### config.mk
export PLATFORM = sky130hd
export DESIGN_NAME = gregorian_day_difference
export DESIGN_NICKNAME = d
export VERILOG_FILES = /design/src/design/gdd_pkg.sv /design/src/design/gdd_lane.sv /design/src/design/gdd_merge.sv /design/src/design/gregorian_day_difference.sv
export SDC_FILE = /design/constraint.sdc
export NUM_CORES = 1
export LEC_CHECK = 0
export BUFFER_PORTS_ARGS = -buffer_cell sky130_fd_sc_hd__clkbuf_2
export CAP_MARGIN = 20
export CORE_ASPECT_RATIO = 1.1
export CORE_MARGIN = 10
export CORE_UTILIZATION = 64
export CTS_CLUSTER_SIZE = 12
export DETAILED_ROUTE_END_ITERATION = 16
export PLACE_DENSITY = 0.82
export SLEW_MARGIN = 20
export SYNTH_ARGS = -nofsm -noshare
export SYNTH_HDL_FRONTEND = slang
export SYNTH_SLANG_ARGS = --single-unit
### constraint.sdc
create_clock -name i_clk -period 28 [get_ports i_clk]
set_input_delay 5.6 -clock i_clk [delete_from_list [all_inputs] [get_ports i_clk]]
set_output_delay 5.6 -clock i_clk [all_outputs]
set_load 0.1 [all_outputs]
### src/design/gdd_pkg.sv
// shared types, constants and calendar helper functions for the day difference block
package gdd_pkg;

    localparam int YEAR_W  = 12;
    localparam int MONTH_W = 4;
    localparam int DAY_W   = 5;
    localparam int COUNT_W = 21;
    localparam int DOY_W   = 9;
    localparam int ERA_W   = 4;
    localparam int YOE_W   = 9;

    localparam logic [YEAR_W-1:0]  FIRST_YEAR      = 12'd1900;
    localparam logic [YEAR_W-1:0]  RESET_CUR_YEAR  = 12'd2024;
    localparam logic [MONTH_W-1:0] MONTH_JAN       = 4'd1;
    localparam logic [MONTH_W-1:0] MONTH_FEB       = 4'd2;
    localparam logic [MONTH_W-1:0] MONTH_DEC       = 4'd12;
    localparam logic [COUNT_W-1:0] DAYS_PER_ERA    = 21'd146097;
    localparam logic [COUNT_W-1:0] DAYS_PER_YEAR   = 21'd365;
    localparam logic [YEAR_W-1:0]  YEARS_PER_ERA   = 12'd400;

    typedef struct packed {
        logic [YEAR_W-1:0]  first_year;
        logic [MONTH_W-1:0] first_month;
        logic [DAY_W-1:0]   first_day;
        logic [YEAR_W-1:0]  second_year;
        logic [MONTH_W-1:0] second_month;
        logic [DAY_W-1:0]   second_day;
    } t_gdd_req;

    typedef struct packed {
        logic [COUNT_W-1:0] day_count;
        logic               first_valid;
        logic               second_valid;
    } t_gdd_rsp;

    // what one lane hands to the merge stage
    typedef struct packed {
        logic               ok;
        logic [COUNT_W-1:0] day_num;
    } t_gdd_lane;

    // exact x / 25 for any 10-bit x, by reciprocal multiply
    function automatic logic [5:0] div25(input logic [9:0] x);
        logic [20:0] p;
        p = 21'(x) * 21'd1311;
        return p[20:15];
    endfunction

    function automatic logic [DAY_W-1:0] month_len(input logic [MONTH_W-1:0] m,
                                                   input logic leap);
        logic [DAY_W-1:0] len;
        case (m)
            4'd1, 4'd3, 4'd5, 4'd7, 4'd8, 4'd10, 4'd12: len = 5'd31;
            4'd4, 4'd6, 4'd9, 4'd11:                   len = 5'd30;
            4'd2:                                      len = leap ? 5'd29 : 5'd28;
            default:                                   len = 5'd0;
        endcase
        return len;
    endfunction

    // days before the month in a march-based year
    function automatic logic [DOY_W-1:0] doy_off(input logic [MONTH_W-1:0] mp);
        logic [DOY_W-1:0] off;
        case (mp)
            4'd0:    off = 9'd0;
            4'd1:    off = 9'd31;
            4'd2:    off = 9'd61;
            4'd3:    off = 9'd92;
            4'd4:    off = 9'd122;
            4'd5:    off = 9'd153;
            4'd6:    off = 9'd184;
            4'd7:    off = 9'd214;
            4'd8:    off = 9'd245;
            4'd9:    off = 9'd275;
            4'd10:   off = 9'd306;
            4'd11:   off = 9'd337;
            default: off = 9'd0;
        endcase
        return off;
    endfunction

endpackage

### src/design/gdd_lane.sv
// one date lane: range checks and day number over three pipeline stages
module gdd_lane import gdd_pkg::*; #(
    parameter int YEAR_BITS = 12
) (
    input  logic               i_clk,
    input  logic [YEAR_W-1:0]  i_year,
    input  logic [MONTH_W-1:0] i_month,
    input  logic [DAY_W-1:0]   i_day,
    input  logic [YEAR_W-1:0]  i_cur_year,
    output t_gdd_lane          o_lane
);

    localparam int YB = (YEAR_BITS < YEAR_W) ? YEAR_BITS : YEAR_W;
    localparam logic [YEAR_W-1:0] YMASK = YEAR_W'((1 << YB) - 1);

    logic [YEAR_W-1:0]  y;
    logic [9:0]         x4;
    logic [5:0]         q;
    logic               div4;
    logic               c100;
    logic               c400;
    logic               leap;
    logic [DAY_W-1:0]   len;
    logic               ok;
    logic [YEAR_W-1:0]  yy;
    logic [MONTH_W-1:0] mp;

    logic               r_s1_ok;
    logic [YEAR_W-1:0]  r_s1_yy;
    logic [ERA_W-1:0]   r_s1_era;
    logic [MONTH_W-1:0] r_s1_mp;
    logic [DAY_W-1:0]   r_s1_day;

    logic [YEAR_W-1:0]  yoe_full;
    logic [DOY_W-1:0]   doy;

    logic               r_s2_ok;
    logic [ERA_W-1:0]   r_s2_era;
    logic [YOE_W-1:0]   r_s2_yoe;
    logic [DOY_W-1:0]   r_s2_doy;

    logic [5:0]         c;
    logic [COUNT_W-1:0] n_day_num;

    // stage 1: checks, march-based year and era
    always_comb begin
        y    = i_year & YMASK;
        x4   = y[YEAR_W-1:2];
        q    = div25(x4);
        div4 = (y[1:0] == 2'd0);
        c100 = div4 && (x4 == 10'(q) * 10'd25);
        c400 = c100 && (q[1:0] == 2'd0);
        leap = (div4 && !c100) || c400;
        len  = month_len(i_month, leap);
        ok   = (y >= FIRST_YEAR) && (y <= i_cur_year)
            && (i_month >= MONTH_JAN) && (i_month <= MONTH_DEC)
            && (i_day != '0) && (i_day <= len);
        yy   = (i_month <= MONTH_FEB) ? y - 12'd1 : y;
        mp   = (i_month > MONTH_FEB) ? i_month - 4'd3 : i_month + 4'd9;
    end

    always_ff @(posedge i_clk) begin
        r_s1_ok  <= ok;
        r_s1_yy  <= yy;
        r_s1_era <= ERA_W'(div25({2'b00, yy[YEAR_W-1:4]}));
        r_s1_mp  <= mp;
        r_s1_day <= i_day;
    end

    // stage 2: year of era and day of year
    always_comb begin
        yoe_full = r_s1_yy - 12'(r_s1_era) * YEARS_PER_ERA;
        doy      = doy_off(r_s1_mp) + 9'(r_s1_day) - 9'd1;
    end

    always_ff @(posedge i_clk) begin
        r_s2_ok  <= r_s1_ok;
        r_s2_era <= r_s1_era;
        r_s2_yoe <= yoe_full[YOE_W-1:0];
        r_s2_doy <= doy;
    end

    // stage 3: sum into the day number
    always_comb begin
        c = div25({3'b000, r_s2_yoe[YOE_W-1:2]});
        n_day_num = 21'(r_s2_era) * DAYS_PER_ERA + 21'(r_s2_yoe) * DAYS_PER_YEAR
                  + 21'(r_s2_yoe[YOE_W-1:2]) - 21'(c) + 21'(r_s2_doy);
    end

    always_ff @(posedge i_clk) begin
        o_lane.ok      <= r_s2_ok;
        o_lane.day_num <= n_day_num;
    end

endmodule

### src/design/gdd_merge.sv
// merge stage: absolute difference of the two lane day numbers, gated by validity
module gdd_merge import gdd_pkg::*; (
    input  logic      i_clk,
    input  t_gdd_lane i_lane_a,
    input  t_gdd_lane i_lane_b,
    output t_gdd_rsp  o_rsp
);

    logic [COUNT_W-1:0] diff;

    always_comb begin
        if (i_lane_a.day_num > i_lane_b.day_num) begin
            diff = i_lane_a.day_num - i_lane_b.day_num;
        end else begin
            diff = i_lane_b.day_num - i_lane_a.day_num;
        end
    end

    always_ff @(posedge i_clk) begin
        o_rsp.day_count    <= (i_lane_a.ok && i_lane_b.ok) ? diff : '0;
        o_rsp.first_valid  <= i_lane_a.ok;
        o_rsp.second_valid <= i_lane_b.ok;
    end

endmodule

### src/design/gregorian_day_difference.sv
// top level of the gregorian day difference block
//
// a request carries two dates (year, month, day) on i_req and is taken at any
// rising edge with i_start high; o_busy is always low, so one request may be
// issued every cycle.
// two date lanes check and number each date in three register stages, then
// a merge stage forms the absolute difference: the result appears on o_rsp
// with o_strobe high for one cycle, from the merge register, and
// is taken at the edge that follows.
// throughput is one request per cycle, set by the fully pipelined lanes.
// the result is not held: the receiver must take it in that cycle, and it
// cannot stall the block.
// the current year register is written through i_cfg_valid / o_cfg_ready
// (ready is always high) and should only change with no request in flight.
// a synchronous low on i_rst_n drops any results in flight and sets the
// current year back to 2024.
module gregorian_day_difference import gdd_pkg::*; #(
    parameter int YEAR_BITS = 12
) (
    input  logic              i_clk,
    input  logic              i_rst_n,
    input  logic              i_start,
    output logic              o_busy,
    input  t_gdd_req          i_req,
    output logic              o_strobe,
    output t_gdd_rsp          o_rsp,
    input  logic              i_cfg_valid,
    output logic              o_cfg_ready,
    input  logic [YEAR_W-1:0] i_cfg_data
);

    localparam int YB = (YEAR_BITS < YEAR_W) ? YEAR_BITS : YEAR_W;
    localparam logic [YEAR_W-1:0] YMASK = YEAR_W'((1 << YB) - 1);
    localparam int LAT = 4;

    logic [YEAR_W-1:0] r_cur_year;
    logic [LAT-1:0]    r_vld;
    t_gdd_lane         lane_a;
    t_gdd_lane         lane_b;

    assign o_busy      = 1'b0;
    assign o_cfg_ready = 1'b1;
    assign o_strobe    = r_vld[LAT-1];

    always_ff @(posedge i_clk) begin
        if (!i_rst_n) begin
            r_cur_year <= RESET_CUR_YEAR & YMASK;
            r_vld      <= '0;
        end else begin
            if (i_cfg_valid) begin
                r_cur_year <= i_cfg_data & YMASK;
            end
            r_vld <= {r_vld[LAT-2:0], i_start};
        end
    end

    gdd_lane #(.YEAR_BITS(YEAR_BITS)) u_lane_a (
        .i_clk      (i_clk),
        .i_year     (i_req.first_year),
        .i_month    (i_req.first_month),
        .i_day      (i_req.first_day),
        .i_cur_year (r_cur_year),
        .o_lane     (lane_a)
    );

    gdd_lane #(.YEAR_BITS(YEAR_BITS)) u_lane_b (
        .i_clk      (i_clk),
        .i_year     (i_req.second_year),
        .i_month    (i_req.second_month),
        .i_day      (i_req.second_day),
        .i_cur_year (r_cur_year),
        .o_lane     (lane_b)
    );

    gdd_merge u_merge (
        .i_clk    (i_clk),
        .i_lane_a (lane_a),
        .i_lane_b (lane_b),
        .o_rsp    (o_rsp)
    );

endmodule
==> results of run 1 <==
-- routing by layer --
metal  GRT usage [%]  vias up  wire, um
met5               0        -         0
met4            6.87        0      1200
met3            3.05       99      1880
met2            43.5      340     29000
met1            25.5     9174     22600
li1                -     9087         -
-- final cells by class --
| class | instances | area [um2] |
|---|---|---|
| Sequential cell | 185 | 3700 |
| Multi-Input combinational cell | 1912 | 20300 |
| Clock buffer | 18 | 429 |
| Clock inverter | 14 | 163 |
| Tap cell | 560 | 701 |
| Inverter | 625 | 2350 |
| Fill cell | 3107 | 13000 |
| Timing Repair Buffer | 82 | 413 |
-- cells in the mapped netlist (25+ instances only) --
cell     instances
ha_1           697
inv_1          625
fa_1           280
dfxtp_1        185
xnor2_1        137
a21oi_1        108
nor2_1          93
nand2_1         76
o21ai_0         70
a21o_1          52
nor2b_1         40
nor3_1          30
o21a_1          25
xor2_1          25
-- layout by cell type, fill, tap and decap left out, drive strengths merged, types with 21 or more instances in the layout --
master | synthesis | final
a21oi | 109 | 109
o21ai | 71 | 71
ha | 697 | 697
a21o | 52 | 52
clkbuf | 21 | 99
nor2b | 40 | 40
nor3 | 30 | 30
nor2 | 93 | 93
dfxtp | 185 | 185
xnor2 | 137 | 137
and2 | 21 | 21
nand2 | 76 | 76
fa | 280 | 280
nand3 | 21 | 21
xor2 | 25 | 25
o21a | 25 | 25
inv | 625 | 630
-- flip-flops by register name, indices dropped and copies added (netlist names), named ones only --
signal             cells
u_merge.o_rsp         23
u_lane_a.o_lane       22
u_lane_b.o_lane       22
r_cur_year            12
u_lane_a.r_s1_yy       9
u_lane_a.r_s2_doy      9
u_lane_a.r_s2_yoe      9
u_lane_b.r_s1_yy       9
u_lane_b.r_s2_doy      9
u_lane_b.r_s2_yoe      9
u_lane_a.r_s1_day      5
u_lane_b.r_s1_day      5
r_vld                  4
u_lane_a.r_s1_era      4
u_lane_a.r_s2_era      4
u_lane_b.r_s1_era      4
u_lane_b.r_s2_era      4
u_lane_a.r_s1_ok       1
u_lane_a.r_s2_ok       1
u_lane_b.r_s1_ok       1
u_lane_b.r_s2_ok       1
-- critical path: cells and delay by family --
kind            cells  cell delay (ps)
buf+inv             7              740
xor+xnor            3              510
compound gates     13             2550
simple gates        6              550
fa+ha+maj          11             4070
-- logic make-up after synthesis --
group / synth area share [%]
AO/OA/AOI/OAI: 9.16
XOR/XNOR: 5.35
adder cells (fa/ha/maj): 54.0
buffers and inverters: 9.40
flip-flops: 14.0
multiplexers: 0.896
other: 0.0283
AND/OR/NAND/NOR: 7.17
-- how the worst min path moves through the flow --
| stage | start | to | slack [ps] | cells past startpoint |
|---|---|---|---|---|
| final | u_lane_a.r_s1_yy[1] | u_lane_a.r_s2_yoe[1] | 330 | 0 |
| after global routing | u_lane_a.r_s1_yy[1] | u_lane_a.r_s2_yoe[1] | 340 | 0 |
| after CTS | u_lane_b.r_s2_ok | u_lane_b.o_lane[21] | 330 | 0 |
| after detailed placement | u_lane_b.r_s1_ok | u_lane_b.r_s2_ok | 310 | 0 |
| after global placement | u_lane_b.r_s1_ok | u_lane_b.r_s2_ok | 310 | 0 |
| after floorplan | u_lane_a.r_s2_ok | u_lane_a.o_lane[21] | 310 | 0 |
-- through the flow --
step / hold slack, ps / instances / setup slack, ps
after global routing: 337 / 3396 / 13560
final: 333 / 3396 / 14310
after floorplan: 310 / 2755 / 15010
after CTS: 333 / 3396 / 14270
after detailed placement: 314 / 3364 / 13810
after global placement: 312 / 3364 / 14040
==> reports/results.ini, run 1 <==
[floorplanning]
die_x_um = 214
pin_count = 84
die_area_um2 = 50000
num_rows = 78
core_um2 = 41100
initial_core_util_pct = 64.5
die_h_um = 233

[grt]
grt_max_degree = 39
overflow = 0
grt_pass1_vias = 20636
antenna_found_initial = 0
grt_usage_pct = 22.6
grt_pass1_wl_mm = 94.5

[clock_network]
clkLatencyLatePin_ps = 460
clkTransAtPathRegs_ps = 70
h-tree-depth = 4
cts_inserted_buffers = 17
clock_path_buffers = 2
cts.sinks = 185
post_cts_resized = 0
cts_tree = yes
post-cts-setup-buffers = 0
ctsHoldBuffers = 0
cts_root_buf = clkbuf_16

[timing]
fin_crit_sh_pct = 48.9
fin_crit_ps = 13690
fin_skew_ps = 17.2
rsz0062_at_grt = false
setup_viol = 0
max_freq_mhz = 73.1
relSlewSlack_pct = 38.7
drv_slew = 0
tightestPinTransition_ps = 913
setup_tns_ps = 0
finalHoldViolCount = 0

[place]
dpl.hpwl_mm = 46.4
dpl-instance-area_um2 = 27500
place.gp.congestion = 0.892
io_buffers = 81

[hold_path]
hp-class = flip-flop to flip-flop

[route]
wirelength_mm = 54.6
vias = 18700
drt-initial-drc-count = 917
drc_errors = 0
vias_per_cell = 5.51
post_drt_wl_per_cell_um = 16.1
first_pass_iters = 5
ant_nets = 0

[synthesis]
synth_edf_count = 0
syn-num-nets = 3790
synth_area_leaders = ha_1, fa_1, dfxtp_1
yosys_warnings = 0
ys_ff_latch = 185
synth.avg_cell_area_um2 = 9.63
syn_inst = 2755
ys_types = 65
yosysTopAreaCell = ha_1
synthFlopType = dfxtp_1
async_flop_share_pct = 0
synth_top_area_share_pct = 32.9
netlist_area_um2 = 26500
ys_seq_area_share_pct = 14.0

[worst_setup_path]
cpMostUsedCell = ha_1
worst_ep_required_time_ps = 28330
critPathCapture = u_lane_a.r_s1_ok
startpoint_type = input pin
endpoint_kind = flip-flop
cp.arrival_ps = 14010
crit_type = input pin to flip-flop
slowest_delay_ps = 570
reg2reg_depth = 35
reg2reg_from = u_lane_a.r_s2_yoe[4]
cpMaxStageDelayCell = fa_1
regToRegSetupSlack_ps = 18320
crit_fanout = 8
r2r_end = u_lane_a.o_lane[19]
startpoint = i_req[37]

[layout]
antennaDiodeCount = 0
nets = 3858
areaGrowthSynthToFinish_pct = 5.94
final_util_pct = 68.4
drive_gt1_share_pct = 5.22
final_cell_area_um2 = 28100

[job]
maxCapViolCount = 0

[outcome]
status = finished clean

Power of run 1 is not shown: default switching activity piles up to over one toggle a cycle in this logic, so the estimate is an artifact.
==> run 2, diff against run 1 <==
Clock period 28 ns to 13.6 ns, I/O delays scaled along.
==> run 2 against run 1 <==
Utilization is 0.052 points higher. Via count is 0.61% lower. Clock skew up 1.7 ps. Worst setup slack worse by 12000 ps. Die area is the same. Critical path depth unchanged. Highest routed layer unchanged. Register-to-register slack lost 15000 ps. Design area hardly changed. Global-route usage shrank 0.15 points. First-iteration DRC count fell by 19%. Hold slack worse by 3.1 ps. Flip-flop and latch count unchanged.
==> reports/results.ini, run 2 (same netlist as run 1, synthesis figures left out) <==
[worst_setup_path]
reg2reg_depth = 35  ; unchanged
worst_ep_required_time_ps = 13930  ; -14400 ps
crit_type = input pin to flip-flop
reg2reg_from = u_lane_a.r_s2_yoe[5]
endpoint_kind = flip-flop
r2r_end = u_lane_a.o_lane[19]
cp.arrival_ps = 11180  ; -2830 ps
startpoint_type = input pin
regToRegSetupSlack_ps = 3790  ; -14530 ps
cpMostUsedCell = ha_1
cpMaxStageDelayCell = fa_1
crit_fanout = 8  ; unchanged
slowest_delay_ps = 560  ; about the same

[route]
wirelength_mm = 54.2  ; -0.87%
first_pass_iters = 5  ; unchanged
drc_errors = 0  ; unchanged
ant_nets = 0  ; unchanged
drt-initial-drc-count = 745  ; -19%
vias = 18585  ; -0.61%
post_drt_wl_per_cell_um = 15.9  ; -0.87%
vias_per_cell = 5.47  ; -0.61%

[layout]
nets = 3858  ; unchanged
final_cell_mix = ha_1, inv_1, fa_1
areaGrowthSynthToFinish_pct = 6.03  ; about the same
top_register = u_merge.o_rsp
antennaDiodeCount = 0  ; unchanged
drive_gt1_share_pct = 5.25  ; +0.035 points
mostFrequentLayoutCell = ha_1
largest_reg_flops = 23  ; unchanged
top_regs = u_merge.o_rsp: 23 flops, u_lane_a.o_lane: 22 flops, u_lane_b.o_lane: 22 flops

[timing]
drv_slew = 0  ; unchanged
finalHoldViolCount = 0  ; unchanged
max_freq_mhz = 92.2
setup_tns_ps = 0  ; unchanged
relSlewSlack_pct = 37.4  ; -1.3 points
tightestPinTransition_ps = 933  ; +19.7 ps
rsz0062_at_grt = false
setup_ws_ps = 2750  ; -11560 ps
fin_skew_ps = 18.9  ; +1.70 ps
fin_crit_ps = 10850
setup_viol = 0  ; unchanged
fin_crit_sh_pct = 79.8

[grt]
overflow = 0  ; unchanged
grt_usage_pct = 22.5  ; -0.15 points
grt_pass1_vias = 20383  ; -1.2%
antenna_found_initial = 0  ; unchanged
grt_max_degree = 39  ; unchanged
grt_pass1_wl_mm = 93.9  ; -0.70%

[clock_network]
cts_tree = yes
clock_path_buffers = 2  ; unchanged
cts_root_buf = clkbuf_16
post-cts-setup-buffers = 0  ; unchanged
clkTransAtPathRegs_ps = 70  ; about the same
h-tree-depth = 4  ; unchanged
ctsHoldBuffers = 0  ; unchanged
cts_inserted_buffers = 17  ; unchanged
cts.sinks = 185  ; unchanged
post_cts_resized = 0  ; unchanged
clkLatencyLatePin_ps = 460  ; about the same

[hold_path]
hold_path_end = u_lane_b.o_lane[21]
hp-class = flip-flop to flip-flop
hold_path_depth = 0  ; unchanged
worstHoldStart = u_lane_b.r_s2_ok

[place]
io_buffers = 81  ; unchanged
place.gp.congestion = 0.892  ; unchanged
post-place-ws_ps = 2280  ; -11530 ps
dpl.hpwl_mm = 46.2  ; -0.52%

[job]
maxCapViolCount = 0  ; unchanged

[floorplanning]
initial_core_util_pct = 64.5  ; unchanged
core_um2 = 41100  ; unchanged
num_rows = 78  ; unchanged
die_x_um = 214  ; unchanged
die_h_um = 233  ; unchanged
pin_count = 84  ; unchanged
die_area_um2 = 50000  ; unchanged

[outcome]
status = finished clean

-- run 2: changes by cell type in the layout (fill, tap and decap cells not counted) --
cell	before	now
clkinvlp_4	2	1
inv_8	4	1
inv_6	1	3
clkinv_8	2	5
clkbuf_1	1	0
-- run 2: critical path: cells and delay by family --
kind | cells | cell delay [ps]
AO/OA/AOI/OAI | 13 | 2570
XOR/XNOR | 3 | 510
adder cells (fa/ha/maj) | 11 | 4070
buffers and inverters | 7 | 770
AND/OR/NAND/NOR | 6 | 540
-- run 2: per-stage QoR --
| stage | cell area, um2 | utilization, % | hold slack [ps] | std cells |
|---|---|---|---|---|
| after floorplan | 26500 | - | 310 | 2755 |
| final | 28100 | 68.4 | 330 | 3396 |
| after CTS | 28100 | 68.4 | 332 | 3396 |
| after global routing | 28100 | 68.4 | 338 | 3396 |
| after detailed placement | 27500 | 66.9 | 313 | 3364 |
| after global placement | 27500 | 66.9 | 312 | 3364 |
-- run 2: area by class of cell --
type	count	area, um2
Timing Repair Buffer	82	413
Clock buffer	17	425
Tap cell	560	701
Fill cell	3051	13000
Multi-Input combinational cell	1912	20300
Inverter	625	2350
Sequential cell	185	3700
Clock inverter	15	188
-- run 2: layer usage --
metal  share of wire, %  vias up  global-route usage (%)
met2                 52      331                    43.0
met3                3.7       98                    2.91
li1                   -     9074                       -
met4                2.5        0                    7.29
met5                  0        -                       0
met1                 41     9082                    25.4
-- run 2: worst max path at each step --
stage | start | end | slack (ps) | cells past startpoint
after floorplan | i_req[37] | u_lane_a.r_s1_ok | 3490 | 39
after global placement | i_req[37] | u_lane_a.r_s1_ok | 2520 | 40
after detailed placement | i_req[37] | u_lane_a.r_s1_ok | 2280 | 40
after CTS | i_req[37] | u_lane_a.r_s1_ok | 2740 | 40
after global routing | i_req[37] | u_lane_a.r_s1_ok | 2140 | 40
final | i_req[37] | u_lane_a.r_s1_ok | 2750 | 40
Power of run 2 is left out for the same reason.
